[src/rtl/hts_pkg.sv]
// Shared constants, types and the arctangent table for the haversine trip distance block.
package hts_pkg;

    localparam int CORDIC_ITERATIONS = 30;
    localparam int TOTAL_WIDTH       = 48;
    localparam int ITER_W            = $clog2(CORDIC_ITERATIONS);

    // CORDIC datapath width: Q30 values plus gain growth and sign
    localparam int CW = 34;

    // square root unit: Q60 radicand, Q30 root
    localparam int SQ_IN_W  = 61;
    localparam int SQ_RES_W = 62;
    localparam int SQ_OUT_W = 31;

    localparam logic [CW-1:0]          GAIN_Q30     = 34'd652032874;
    localparam logic [31:0]            DEG7_TO_BAM  = 32'd2562047788;
    // pi/2 in Q32 less 2^32; the 2^32 part is added back as a shift
    localparam logic [31:0]            PI_HALF_LO   = 32'd2451551556;
    localparam logic [22:0]            RADIUS_RESET = 23'd6371000;
    localparam logic [TOTAL_WIDTH-1:0] TOTAL_MAX    = '1;

    typedef struct packed {
        logic start;
        logic vectoring;
    } t_cordic_ctl;

    // atan(2^-i) in Q30, rounded
    function automatic logic signed [CW-1:0] atan_q30(input logic [ITER_W-1:0] idx);
        logic signed [CW-1:0] v;
        unique case (int'(idx))
            0:  v = 34'sd843314857;
            1:  v = 34'sd497837829;
            2:  v = 34'sd263043837;
            3:  v = 34'sd133525159;
            4:  v = 34'sd67021687;
            5:  v = 34'sd33543516;
            6:  v = 34'sd16775851;
            7:  v = 34'sd8388437;
            8:  v = 34'sd4194283;
            9:  v = 34'sd2097149;
            10: v = 34'sd1048576;
            11: v = 34'sd524288;
            12: v = 34'sd262144;
            13: v = 34'sd131072;
            14: v = 34'sd65536;
            15: v = 34'sd32768;
            16: v = 34'sd16384;
            17: v = 34'sd8192;
            18: v = 34'sd4096;
            19: v = 34'sd2048;
            20: v = 34'sd1024;
            21: v = 34'sd512;
            22: v = 34'sd256;
            23: v = 34'sd128;
            24: v = 34'sd64;
            25: v = 34'sd32;
            26: v = 34'sd16;
            27: v = 34'sd8;
            28: v = 34'sd4;
            29: v = 34'sd2;
            30: v = 34'sd1;
            31: v = 34'sd1;
            default: v = '0;
        endcase
        return v;
    endfunction

endpackage

[src/rtl/hts_cordic.sv]
// Iterative CORDIC unit, rotation and vectoring mode, one micro-rotation per cycle.
module hts_cordic (
    input  logic                             i_clk,
    input  logic                             i_rst_n,
    input  hts_pkg::t_cordic_ctl             i_ctl,
    input  logic signed [hts_pkg::CW-1:0]    i_x,
    input  logic signed [hts_pkg::CW-1:0]    i_y,
    input  logic signed [hts_pkg::CW-1:0]    i_z,
    output logic                             o_done,
    output logic signed [hts_pkg::CW-1:0]    o_x,
    output logic signed [hts_pkg::CW-1:0]    o_y,
    output logic signed [hts_pkg::CW-1:0]    o_z
);

    logic                              r_busy;
    logic                              r_done;
    logic                              r_vec;
    logic [hts_pkg::ITER_W-1:0]        r_cnt;
    logic signed [hts_pkg::CW-1:0]     r_x, r_y, r_z;
    logic signed [hts_pkg::CW-1:0]     n_x, n_y, n_z;
    logic signed [hts_pkg::CW-1:0]     dx, dy, ang;
    logic                              pos;
    logic                              last;

    assign dx   = r_y >>> r_cnt;
    assign dy   = r_x >>> r_cnt;
    assign ang  = hts_pkg::atan_q30(r_cnt);
    assign last = (r_cnt == hts_pkg::ITER_W'(hts_pkg::CORDIC_ITERATIONS - 1));

    // vectoring drives y toward zero (y > 0 turns clockwise), rotation drives z
    assign pos = r_vec ? (r_y[hts_pkg::CW-1] || (r_y == '0)) : !r_z[hts_pkg::CW-1];

    always_comb begin
        if (pos) begin
            n_x = r_x - dx;
            n_y = r_y + dy;
            n_z = r_z - ang;
        end else begin
            n_x = r_x + dx;
            n_y = r_y - dy;
            n_z = r_z + ang;
        end
    end

    always_ff @(posedge i_clk) begin
        if (!i_rst_n) begin
            r_busy <= 1'b0;
            r_done <= 1'b0;
        end else begin
            r_done <= 1'b0;
            if (i_ctl.start) begin
                r_busy <= 1'b1;
            end else if (r_busy && last) begin
                r_busy <= 1'b0;
                r_done <= 1'b1;
            end
        end
    end

    always_ff @(posedge i_clk) begin
        if (i_ctl.start) begin
            r_x   <= i_x;
            r_y   <= i_y;
            r_z   <= i_z;
            r_vec <= i_ctl.vectoring;
            r_cnt <= '0;
        end else if (r_busy) begin
            r_x   <= n_x;
            r_y   <= n_y;
            r_z   <= n_z;
            r_cnt <= r_cnt + 1'b1;
        end
    end

    assign o_done = r_done;
    assign o_x    = r_x;
    assign o_y    = r_y;
    assign o_z    = r_z;

endmodule

[config.mk]
export PLATFORM = sky130hd
export DESIGN_NAME = hts_cordic
export DESIGN_NICKNAME = d
export VERILOG_FILES = /design/src/rtl/hts_pkg.sv /design/src/rtl/hts_cordic.sv
export SDC_FILE = /design/constraint.sdc
export NUM_CORES = 1
export LEC_CHECK = 0
export BUFFER_PORTS_ARGS = -buffer_cell sky130_fd_sc_hd__buf_2
export CAP_MARGIN = 0
export CORE_MARGIN = 2
export CORE_UTILIZATION = 50
export CTS_BUF_LIST = sky130_fd_sc_hd__clkbuf_8
export DETAILED_ROUTE_END_ITERATION = 6
export PLACE_DENSITY = 0.7
export SLEW_MARGIN = 10
export SYNTH_ARGS = -nofsm -noshare
export SYNTH_HDL_FRONTEND = slang
export SYNTH_SLANG_ARGS = --single-unit
[constraint.sdc]
create_clock -name i_clk -period 16.7 [get_ports i_clk]
set_clock_uncertainty 0.05 [all_clocks]
set_input_delay 1.67 -clock i_clk [delete_from_list [all_inputs] [get_ports i_clk]]
set_output_delay 1.67 -clock i_clk [all_outputs]
set_load 0.01 [all_outputs]
==> reports/metrics.csv <==
metric,value,unit
Max-slew headroom,15.8,%
reg2reg path depth,20,
post-route ant nets,0,
Worst EP required,16920,ps
CTS Buf Count,17,
Hold Path Sink,o_done,
library cells used by synthesis,91,
critical path class,register to register,
postcts setup bufs,0,
Final Max Slew Viols,0,
initial antenna violation count,2,
startpoint types,register,
"Seq/Total Area, Yosys",21.4,%
CTS tree,done,
Mapped Cells,2105,
"EDFF count, synth",103,
Setup Viol. Count Final,0,
nets@finish,2447,
GRT Total Usage,34.0,%
FILL cells,3353,
CP peak stage delay,900,ps
Tmin final,7580,ps
area delta synth->final,8.92,%
DR vias,17900,
Hold Crit Depth,2,
syn_nets,2326,
post_cts resized,0,
die area,0.0373,mm^2
top-area cell type share of the netlist area,17.3,%
Core Area,0.0354,mm^2
DP Area,0.0191,mm^2
Syn Area/Cell,8.51,um^2
r2r startpoint,r_cnt[1],
R2R Setup Slk,9120,ps
Initial Util,50.6,%
row cnt,69,
ratio of cells with drive above 1 in the final layout,18.5,%
Commonest cells post-synth,"nand2_1, o21ai_0, a21oi_1",
"Reg clk slew, reported paths",90,ps
flop and latch count out of synthesis,140,
starting DRC count in detailed routing,1977,
DRC viols,2,
WL/cell,24.0,um
crit share post-route,45.4,%
gr ovfl total,0,
RSZ-0062 raised after global routing,no,
critical path arrival,7800,ps
hold crit path type,register to register,
die width,193,um
H-tree Lvls,4,
DIE HEIGHT,193,um
cell breakdown of the critical path,buf_4 > inv_2 > mux4_2 > a222oi_1 > o221a_2 > and4_1 > nand3_1 > nor4_1 > a21oi_1 > o21a_1 > ha_1 > nand2_1 > nor3_1 > nand4_1 > o311a_1 > o41ai_1 > a31oi_1 > o31ai_1 > xnor2_1 > mux2_4,
worst-skew pair later-pin latency,520,ps
status,"finished, violations left",
fmax,132,MHz
fraction of registers with async set/reset,0,%
CP Max Fanout,76,
Slowest cell on crit path,buf_4,
Max Cap Violations,0,
Max Root-Sink Buffers,2,
main area contributors after synthesis,"edfxtp_1, mux4_2, ha_1",
mapped cell area,0.0179,mm^2
"Primary FF master, synth",edfxtp_1,
post-DR vias/cell,6.61,
synth warn,0,
crit end category,register,
Final TNS setup,0,ps
routed wire length,64.9,mm
reg2reg end,o_x[33],
I/O Pins,209,
Root Buffer,clkbuf_8,
DR pass1 iterations,7,
vias in the first global route,17200,
largest net degree at the start of global routing,79,
CTS Sinks,140,
"Design Area, Final",0.0195,mm^2
first-pass GRT wire length,99.9,mm
hold_sp,r_busy,
"count leader, synth",nand2_1,
DP HPWL,48.1,mm
Port Buffer Count,208,
dominant cell type by area after synthesis,edfxtp_1,
violated checks,design-rule violations,
Hold Buf Count CTS,0,
Final GP Congestion,0.991,
Worst-Margin Slew,1260,ps
final hold viol count,0,
-- cell families after synthesis --
| kind of cell | count (synthesis) | share of synthesized area, % |
|---|---|---|
| AOI/OAI and AO/OA | 635 | 22.9 |
| xor gates and xnor gates | 169 | 8.27 |
| adders and majority gates | 115 | 8.16 |
| buffers and inverters | 184 | 4.44 |
| DFF | 140 | 21.4 |
| muxes | 202 | 17.6 |
| and+or+nand+nor | 660 | 17.3 |
-- layout by cell type, fill, tap and decap left out, types with 16 or more instances in the layout --
cell      instances
buf_2           207
nor2_1          140
nor4_1           16
and3_1           19
mux2i_1          77
nor3_1           53
nand2_1         262
o21ai_0         172
inv_1            57
nand3_1          38
edfxtp_1        103
a21o_1           36
buf_4            19
o211ai_1         20
a211oi_1         21
nand4_1          19
o21a_1           27
dfxtp_1          33
a31oi_1          20
nand2b_1         18
o22ai_1          17
ha_1            112
mux2_2           37
nor2b_1          21
clkbuf_8         19
or3_1            17
xnor2_1          96
o31ai_1          27
mux4_2           85
xor2_1           73
a21oi_1         162
-- area by class of cell --
| cell class | count | area, um^2 | share of cell area [%] |
|---|---|---|---|
| Timing Repair Buffer | 227 | 1190 | 6.10 |
| Clock inverter | 13 | 109 | 0.558 |
| Inverter | 59 | 221 | 1.14 |
| Antenna cell | 2 | 5.00 | 0.0257 |
| Tap cell | 461 | 577 | 2.96 |
| Multi-Input combinational cell | 1781 | 13300 | 68.2 |
| Clock buffer | 19 | 262 | 1.34 |
| Sequential cell | 140 | 3850 | 19.7 |
-- how the worst max path moves through the flow --
stage	start	endpoint
CTS	r_cnt[1]	o_y[33]
detailed placement	r_cnt[1]	o_y[33]
global route	r_cnt[0]	o_x[33]
floorplan	r_cnt[0]	o_y[33]
global placement	r_cnt[1]	o_y[33]
finish	r_cnt[1]	o_x[33]
-- layer usage --
metal / track usage [%] / up-vias / routed length (um)
met1: 43.7 / 8574 / 26800
met2: 55.7 / 879 / 30200
met5: 0 / - / 21
met3: 6.45 / 166 / 4890
met4: 14.9 / 4 / 2890
li1: - / 8237 / -
-- through the flow --
step | util [%] | instances | worst slack (ps) | hold slack [ps]
after floorplan | - | 2105 | 10970 | 540
after global placement | 54.0 | 2668 | 9400 | 524
after detailed placement | 54.0 | 2668 | 9350 | 532
after CTS | 55.1 | 2700 | 9310 | 548
after global routing | 55.1 | 2700 | 8620 | 604
final | 55.1 | 2702 | 9120 | 550
-- flip-flops by register name, summed over array words and instances (netlist names) --
name / flops
o_done: 1
ang: 30
o_z: 34
r_busy: 1
o_x: 34
r_cnt: 5
r_vec: 1
o_y: 34
-- worst max-delay path, delay by kind of cell, from the launching register on --
kind	cells	cell delay, ps
AO/OA/AOI/OAI	8	2430
buffers and inverters	2	1290
XOR/XNOR	1	120
AND/OR/NAND/NOR	6	1450
adder cells (fa/ha/maj)	1	350
multiplexers	2	830
flip-flops	1	760
Power is left out: the tool's default activity adds up to more than one toggle a clock period on the data nets, which glitch-free logic cannot reach.
