[src/rtl/hts_pkg.sv]
// Shared constants, types and the arctangent table for the haversine trip distance block.
package hts_pkg;

    localparam int CORDIC_ITERATIONS = 30;
    localparam int TOTAL_WIDTH       = 48;
    localparam int ITER_W            = $clog2(CORDIC_ITERATIONS);

    // CORDIC datapath width: Q30 values plus gain growth and sign
    localparam int CW = 34;

    // square root unit: Q60 radicand, Q30 root
    localparam int SQ_IN_W  = 61;
    localparam int SQ_RES_W = 62;
    localparam int SQ_OUT_W = 31;

    localparam logic [CW-1:0]          GAIN_Q30     = 34'd652032874;
    localparam logic [31:0]            DEG7_TO_BAM  = 32'd2562047788;
    // pi/2 in Q32 less 2^32; the 2^32 part is added back as a shift
    localparam logic [31:0]            PI_HALF_LO   = 32'd2451551556;
    localparam logic [22:0]            RADIUS_RESET = 23'd6371000;
    localparam logic [TOTAL_WIDTH-1:0] TOTAL_MAX    = '1;

    typedef struct packed {
        logic start;
        logic vectoring;
    } t_cordic_ctl;

    // atan(2^-i) in Q30, rounded
    function automatic logic signed [CW-1:0] atan_q30(input logic [ITER_W-1:0] idx);
        logic signed [CW-1:0] v;
        unique case (int'(idx))
            0:  v = 34'sd843314857;
            1:  v = 34'sd497837829;
            2:  v = 34'sd263043837;
            3:  v = 34'sd133525159;
            4:  v = 34'sd67021687;
            5:  v = 34'sd33543516;
            6:  v = 34'sd16775851;
            7:  v = 34'sd8388437;
            8:  v = 34'sd4194283;
            9:  v = 34'sd2097149;
            10: v = 34'sd1048576;
            11: v = 34'sd524288;
            12: v = 34'sd262144;
            13: v = 34'sd131072;
            14: v = 34'sd65536;
            15: v = 34'sd32768;
            16: v = 34'sd16384;
            17: v = 34'sd8192;
            18: v = 34'sd4096;
            19: v = 34'sd2048;
            20: v = 34'sd1024;
            21: v = 34'sd512;
            22: v = 34'sd256;
            23: v = 34'sd128;
            24: v = 34'sd64;
            25: v = 34'sd32;
            26: v = 34'sd16;
            27: v = 34'sd8;
            28: v = 34'sd4;
            29: v = 34'sd2;
            30: v = 34'sd1;
            31: v = 34'sd1;
            default: v = '0;
        endcase
        return v;
    endfunction

endpackage

[src/rtl/hts_isqrt.sv]
// Digit-by-digit floor square root, one root bit per cycle.
module hts_isqrt (
    input  logic                           i_clk,
    input  logic                           i_rst_n,
    input  logic                           i_start,
    input  logic [hts_pkg::SQ_IN_W-1:0]    i_n,
    output logic                           o_done,
    output logic [hts_pkg::SQ_OUT_W-1:0]   o_root
);

    logic                            r_busy;
    logic                            r_done;
    logic [hts_pkg::SQ_IN_W-1:0]     r_n;
    logic [hts_pkg::SQ_RES_W-1:0]    r_res;
    logic [hts_pkg::SQ_RES_W-1:0]    r_bit;
    logic [hts_pkg::SQ_RES_W-1:0]    trial;
    logic [hts_pkg::SQ_RES_W-1:0]    diff;
    logic                            take;

    assign trial = r_res + r_bit;
    assign take  = ({1'b0, r_n} >= trial);
    assign diff  = {1'b0, r_n} - trial;

    always_ff @(posedge i_clk) begin
        if (!i_rst_n) begin
            r_busy <= 1'b0;
            r_done <= 1'b0;
        end else begin
            r_done <= 1'b0;
            if (i_start) begin
                r_busy <= 1'b1;
            end else if (r_busy && r_bit[0]) begin
                r_busy <= 1'b0;
                r_done <= 1'b1;
            end
        end
    end

    always_ff @(posedge i_clk) begin
        if (i_start) begin
            r_n   <= i_n;
            r_res <= '0;
            r_bit <= hts_pkg::SQ_RES_W'(1) << (hts_pkg::SQ_IN_W - 1);
        end else if (r_busy) begin
            if (take) begin
                r_n   <= diff[hts_pkg::SQ_IN_W-1:0];
                r_res <= (r_res >> 1) + r_bit;
            end else begin
                r_res <= r_res >> 1;
            end
            r_bit <= r_bit >> 2;
        end
    end

    assign o_done = r_done;
    assign o_root = r_res[hts_pkg::SQ_OUT_W-1:0];

endmodule

[config.mk]
export PLATFORM = sky130hd
export DESIGN_NAME = hts_isqrt
export DESIGN_NICKNAME = d
export VERILOG_FILES = /design/src/rtl/hts_pkg.sv /design/src/rtl/hts_isqrt.sv
export SDC_FILE = /design/constraint.sdc
export NUM_CORES = 1
export LEC_CHECK = 0
export ABC_CLOCK_PERIOD_IN_PS = 11920
export BUFFER_PORTS_ARGS = -buffer_cell sky130_fd_sc_hd__buf_2
export CAP_MARGIN = 10
export CORE_MARGIN = 2
export CORE_UTILIZATION = 30
export CTS_BUF_LIST = sky130_fd_sc_hd__clkbuf_8 sky130_fd_sc_hd__clkbuf_16
export DETAILED_ROUTE_END_ITERATION = 8
export SYNTH_ARGS = -nofsm -noshare
export SYNTH_HDL_FRONTEND = slang
export SYNTH_SLANG_ARGS = --single-unit
[constraint.sdc]
create_clock -name i_clk -period 11.92 [get_ports i_clk]
set_clock_uncertainty 0.05 [all_clocks]
set_input_delay 1.192 -clock i_clk [delete_from_list [all_inputs] [get_ports i_clk]]
set_output_delay 1.192 -clock i_clk [all_outputs]
set_load 0.01 [all_outputs]
==> results of run 1 <==
## state kept, by name (all words and copies together) (netlist names)
name and flops:
r_busy 1, r_bit 31, r_n 61, r_res 62, o_done 1
## layer usage
layer	track usage, %	wire length (um)	share of wire, %	vias up
met1	24.2	21500	47	6760
met2	29.0	20600	45	387
li1	-	-	-	6973
met4	7.09	1370	3.0	0
met3	2.32	1940	4.3	77
met5	0	0	0	-
## area by class of cell
cell class,instances,area [sq um]
multi-input cells,1537,10200
clock buffers,18,450
flip-flops and latches,156,3740
clock inverters,14,93.8
repair buffers,104,549
fillers,5140,32700
well taps,664,831
inverters,46,173
## cell families after synthesis
logic type               count (synthesis)
flip-flops                             156
XOR/XNOR                               125
AO/OA/AOI/OAI                          594
AND/OR/NAND/NOR                        637
buffers and inverters                  181
multiplexers                            55
adder cells (fa/ha/maj)                126
## synth_stat cells, types with 7 or more instances
| library cell | count |
|---|---|
| nand4_1 | 42 |
| and3_1 | 22 |
| buf_1 | 10 |
| a311oi_1 | 14 |
| a31o_2 | 16 |
| clkbuf_1 | 80 |
| a221oi_1 | 8 |
| nand3_1 | 66 |
| dfxtp_1 | 95 |
| nor2_1 | 177 |
| and4_1 | 7 |
| a21boi_0 | 9 |
| or3_1 | 15 |
| nand2_1 | 198 |
| o21a_1 | 13 |
| o311ai_0 | 7 |
| a311o_1 | 7 |
| a21oi_1 | 118 |
| edfxtp_1 | 61 |
| o21ai_1 | 13 |
| o31ai_1 | 26 |
| mux2i_1 | 49 |
| or4_1 | 16 |
| o21ai_0 | 130 |
| a21o_1 | 48 |
| a211oi_1 | 21 |
| inv_1 | 45 |
| nand2b_1 | 10 |
| and2_1 | 12 |
| a32oi_1 | 15 |
| buf_4 | 35 |
| nor2b_1 | 15 |
| xor2_1 | 53 |
| o21bai_1 | 20 |
| o211ai_1 | 10 |
| ha_1 | 125 |
| xnor2_1 | 72 |
| nor4_1 | 10 |
| nor3_1 | 30 |
| a31oi_1 | 64 |
## power by group
group | internal [mW] | leakage, nW | switching [mW]
Combinational | 0.545 | 4.47 | 0.880
Sequential | 0.685 | 1.38 | 0.0929
Clock | 0.278 | 0.277 | 0.257
## stage by stage
stage               instances  hold WS [ns]  total power [mW]
floorplan                1874         0.432              1.88
finish                   2539         0.484              2.74
global route             2539         0.508              2.95
global placement         2507         0.465              2.18
CTS                      2539         0.482              2.74
detailed placement       2507         0.476              2.19
## path summary, 6_finish.rpt
check | from | to | slack (ns) | depth (start not counted)
worst max-delay path | r_res[2] | r_res[41] | 4.76 | 22
worst min-delay path | r_res[0] | r_res[0] | 0.48 | 2
worst max register to register | r_res[2] | r_res[41] | 4.76 | 22
worst min register to register | r_res[0] | r_res[0] | 0.48 | 2
## tightest hold or removal path, cell delays in order (launching register included)
cell and delay [ns]:
dfxtp_1 0.34, nor2_1 0.09, a211oi_1 0.05
==> key figures, run 1 <==
Timing
  – Fin. Hold Viols: 0
  – Tmin final: 7.16 ns
  – Fin Setup TNS: 0 ns
  – RSZ-0062 raised after global routing: false
  – Tcrit/Tclk final: roughly 60%
  – F_max: 140 MHz
  – Final Slew Violations: 0
  – Setup ws final: 4.76 ns
  – Setup-failing EPs final: 0
  – Slew @ Worst Pin: 1.15 ns
  – Rel. slew slack: 23.4%

Synthesis
  – Share of the synthesized area in the top cell type: around 13%
  – Mapped Avg Cell Area: approximately 7.9 sq um
  – Ys async rst share: 0%
  – Multiplexer share of the synthesized area: 3.78%
  – Number of synthesized flops with an enable pin: 61
  – Sequential share of the synthesized area: 25.3%
  – Adder-cell share of the synthesized area: ~11%
  – Seq cells post-synth: 156
  – Synth area leaders: dfxtp_1, edfxtp_1, ha_1
  – XOR/XNOR Fraction of Synth Area: 7.41%
  – Post-Syn Instances: 1874
  – Post-synthesis simple-gate area fraction: 20.3%
  – Largest family of logic cells by synthesized area: compound AO/OA/AOI/OAI gates
  – Cell taking the most area after synthesis: dfxtp_1
  – Netlist cell types: 85
  – Compound-Gate Fraction of Synth Area: roughly a quarter
  – Synthesized cell area: 14800 sq um
  – Ys Warns: 0
  – Synth Flop Type: dfxtp_1
  – Mapped Nets: a little over 2000

Critical path
  – Worst Path Buf+Inv: 2
  – Worst-path fanout max: 71
  – Critical path's largest stage delay: 0.69 ns
  – Worst Setup End Kind: flip-flop
  – CP cell instances: ha_1 -> a311oi_2 -> o31ai_2 -> a31oi_1 -> a21oi_1 -> nor2b_1 -> o21ai_0 -> a31oi_1 -> o41ai_1 -> xnor2_1 -> ha_1 -> and3_1 -> and2_1 -> a221oi_1 -> nor4_1 -> o31ai_1 -> a21oi_1 -> o221ai_4 -> buf_4 -> buf_4 -> o21ai_0 -> a311oi_1
  – Largest delay contributor family on the critical path: compound AO/OA/AOI/OAI gates
  – Required @ worst endpoint: ~12 ns
  – Crit-path slowest cell: buf_4
  – Startpoint types: flip-flop
  – CP Data Arrival Time: 7.47 ns
  – WS Path Type: flip-flop to flip-flop

Run status
  – Outcome: complete, no violations

Clock tree
  – Clk Latency, worst-skew pair: approximately 0.48 ns
  – Clk buf depth: 2
  – CTS Hold Bufs: 0
  – Clock Pin Slew Worst Setup and Hold Paths: 0.07 ns
  – Root Driver: clkbuf_16
  – Post-CTS Setup Inserts: 0
  – CTS Sinks: ~160
  – CTS tree: yes
  – Cts bufs inserted: 17
  – Post-cts resize count: 0
  – H-tree depth: 4

GRT
  – First-pass GRT wire length: 72800 um
  – Number of global-route vias before repair: 13500
  – Antenna violations before repair: 0
  – Total gr overflow: 0
  – Largest net degree at the start of global routing: 94
  – Overall routing resource usage: 18.0%

Flow run
  – # Max-Cap Violations: 0

Cells and area
  – Commonest non-fill, non-tap cells in the layout: nand2_1, nor2_1, o21ai_0
  – # diodes: 0
  – Final core occ: 32.9%
  – Design area: 16000 sq um
  – Share of layout cells above drive strength 1: 9.60%
  – Area Growth Syn to Fin: 8.61%
  – Most common cell after layout, fill and taps aside: nand2_1
  – Final #Nets: between 2000 and 2500

Power and ir drop
  – Power per Cell Area: roughly 170 nW/um^2
  – Pleak: 6.13 nW
  – Worst vdd ir: 0.0862 mV

Die
  – Total I/O pin count: 96
  – CORE AREA: about 49000 sq um
  – DIE AREA: between 50000 and 60000 sq um
  – Die height: about 230 um
  – Initial Util: 30.3%
  – Row count: just over 80
  – Die width: ~230 um

Drt
  – Drc violations: 0
  – Vias: 14200
  – First-pass detailed-route iteration total: 5
  – Post-DRT Antenna Nets: 0
  – Via density: 5.59
  – Final wirelength: 45500 um
  – Routed wire length per instance: roughly 18 um
  – DR iter-0 viols: 1122

Placement
  – DP Wirelength: 34400 um
  – IO Port Bufs: 95
  – GPL Wtd Cong: 0.896
  – Place WS: between 4 and 5 ns
  – Post-DP Area: 15500 sq um

Hold path
  – Min-delay worst type: flip-flop to flip-flop
Note: power is estimated with default switching activity, not from simulation.
==> run 2: changes to the inputs <==
--- a/config.mk
+++ b/config.mk
@@ -5,7 +5,7 @@
 export SDC_FILE = /design/constraint.sdc
 export NUM_CORES = 1
 export LEC_CHECK = 0
-export ABC_CLOCK_PERIOD_IN_PS = 11920
+export ABC_CLOCK_PERIOD_IN_PS = 5800
 export BUFFER_PORTS_ARGS = -buffer_cell sky130_fd_sc_hd__buf_2
 export CAP_MARGIN = 10
 export CORE_MARGIN = 2
==> constraint.sdc (replaced) <==
create_clock -name i_clk -period 5.8 [get_ports i_clk]
set_clock_uncertainty 0.05 [all_clocks]
set_input_delay 0.58 -clock i_clk [delete_from_list [all_inputs] [get_ports i_clk]]
set_output_delay 0.58 -clock i_clk [all_outputs]
set_load 0.01 [all_outputs]
==> run 2 against run 1 <==
Effect of this change: highest routed layer unchanged; die area did not move; clock power rose by 110%; global-route usage rose by 0.62 points; final cell count rose by 3.0%; worst hold slack got worse by 0.21 ns; count of clock-buffer cells in the layout rose by 2; sequential cell count did not move; register-to-register slack got worse by 4.5 ns; worst setup slack got worse by 4.5 ns.
==> key figures, run 2 (synthesis gave the netlist of run 1 again) <==
Critical path
  – Startpoint types: flip-flop
  – Reg-to-reg setup timing slack: 0.22 ns
  – CP Data Arrival Time: 5.93 ns
  – Crit path launch: r_bit[10]
  – Required @ worst endpoint: between 6 and 7 ns
  – Levels on crit path: 24
  – Worst-path fanout max: 22
  – Worst reg-to-reg path cell count: 24
  – Worst setup endpoint: r_res[37]
  – Worst Setup End Kind: flip-flop
  – R2r startpoint: r_bit[10]
  – CP cell instances: ha_1 -> and4_1 -> a32o_1 -> a31o_2 -> a31o_2 -> nand3_1 -> a21oi_1 -> a31oi_1 -> nor2_1 -> o21ai_0 -> xor2_1 -> ha_1 -> and3_2 -> nand4_1 -> nor4_2 -> buf_4 -> nand4_1 -> o211ai_1 -> buf_4 -> o221ai_4 -> buf_4 -> clkbuf_16 -> or4_1 -> nand3_1
  – Worst Path Buf+Inv: 4
  – R2r endpoint: r_res[37]
  – Crit-path slowest cell: or4_1
  – WS Path Type: flip-flop to flip-flop
  – Largest delay contributor family on the critical path: simple AND/OR/NAND/NOR gates
  – Critical path's largest stage delay: 0.51 ns
  – Most used cell, CP: buf_4

Cells and area
  – Final #Nets: 2128
  – Share of layout cells above drive strength 1: 15.2%
  – Commonest non-fill, non-tap cells in the layout: nand2_1, nor2_1, o21ai_0
  – Largest Register: r_res
  – Area Growth Syn to Fin: 15.0%
  – # diodes: 0
  – Top flop regs: r_res: 62 flops, r_n: 61 flops, r_bit: 31 flops
  – Max reg flops: 62
  – Most common cell after layout, fill and taps aside: nand2_1
  – Fillers: 5080

Hold path
  – Min-delay worst type: input port to flip-flop
  – Hold_sp: i_rst_n

Clock tree
  – H-tree depth: 4
  – Cts bufs inserted: 17
  – Clock Pin Slew Worst Setup and Hold Paths: 0.07 ns
  – Clk buf depth: 2
  – CTS Hold Bufs: 0
  – CTS Sinks: 156
  – Clk Latency, worst-skew pair: 0.47 ns
  – CTS tree: yes
  – Root Driver: clkbuf_16

Run status
  – Outcome: complete, no violations

Flow run
  – # Max-Cap Violations: 0

Timing
  – Final Slew Violations: 0
  – Tmin final: around 5.6 ns
  – Setup-failing EPs final: 0
  – Fin. Hold Viols: 0
  – Fin Setup TNS: 0 ns
  – Tcrit/Tclk final: 96.2%
  – Slew @ Worst Pin: roughly 0.77 ns
  – Setup ws final: 0.221 ns
  – F_max: ~180 MHz
  – Rel. slew slack: 48.8%

Die
  – CORE AREA: slightly below 50000 sq um
  – Row count: 81
  – Die width: 226 um
  – Total I/O pin count: 96
  – Initial Util: 30.3%
  – DIE AREA: 51000 sq um
  – Die height: 226 um

Power and ir drop
  – Worst vdd ir: 0.211 mV
  – Pwr Total: 5.99 mW
  – Power per Cell Area: ~350 nW/um^2
  – Pleak: 6.57 nW

Drt
  – Via density: 5.54
  – Drc violations: 0
  – Final wirelength: 47500 um
  – First-pass detailed-route iteration total: 6
  – Post-DRT Antenna Nets: 0
  – Vias: between 10000 and 15000
  – Routed wire length per instance: 18.2 um
  – DR iter-0 viols: between 1000 and 1500

GRT
  – Total gr overflow: 0
  – Antenna violations before repair: 0
  – Overall routing resource usage: between 10% and 20%
  – First-pass GRT wire length: 74900 um
  – Largest net degree at the start of global routing: 90
  – Number of global-route vias before repair: 13700

Placement
  – Place WS: -0.0366 ns
  – GPL Wtd Cong: between 0.9 and 1
  – DP Wirelength: between 30000 and 40000 um
  – IO Port Bufs: 95
## run 2: cell types whose count changed in the layout (fill, tap and decap cells not counted), moves of 4 or more
cell and delta:
buf_4 +70, ha_1 -10, dfxtp_1 -4, ha_4 +5
ha_2 +5, a31oi_1 -4, buf_12 +4
## run 2: power by group
part / internal, mW / total (mW) / leakage (nW) / switching (mW)
registers: 1.41 / 1.57 / 1.39 / 0.158
clock network: 0.599 / 1.13 / 0.287 / 0.536
logic: 1.34 / 3.29 / 4.90 / 1.95
total: 3.35 / 5.99 / 6.57 / 2.65
## run 2: layout make-up
type / instances / area (sq um) / area share (%)
Timing Repair Buffer: 180 / 1190 / 7.01
Sequential cell: 156 / 3750 / 22.0
Clock buffer: 20 / 478 / 2.81
Inverter: 46 / 173 / 1.02
Clock inverter: 12 / 82.6 / 0.486
Multi-Input combinational cell: 1537 / 10500 / 61.7
Tap cell: 664 / 831 / 4.89
## run 2: stage by stage
step                      instance area [sq um]  cells  hold slack, ns  utilization, %
after floorplan                           15000   1874           0.432               -
after global placement                    16300   2579           0.461            33.4
after detailed placement                  16300   2579           0.479            33.4
after CTS                                 16800   2611           0.258            34.5
after global routing                      17000   2615           0.281            34.9
final                                     17000   2615           0.277            34.9
## run 2: how the worst min path moves through the flow
| stage | depth (start not counted) | slack [ns] | endpoint |
|---|---|---|---|
| 6_report | 2 | 0.28 | r_busy |
| 5_1_grt | 2 | 0.28 | r_busy |
| 4_1_cts | 2 | 0.26 | r_busy |
| 3_5_place_dp | 2 | 0.48 | r_res[0] |
| 3_3_place_gp | 2 | 0.46 | r_res[0] |
| 2_1_floorplan | 1 | 0.43 | r_bit[60] |
## run 2: per-layer routing
metal  track usage (%)  vias to the layer above  wire length (um)
met5                 0                        -                 0
met4              6.05                        0              1090
met3              2.35                       58              2560
met2              28.9                      451             21000
met1              26.4                     6835             22800
li1                  -                     7144                 -
## run 2: timing repair
item,in CTS,in global routing
cloned,0,1
pin swaps,0,4
buffers inserted,0,3
resized for setup,1,26
endpoints found under the setup margin,38,128
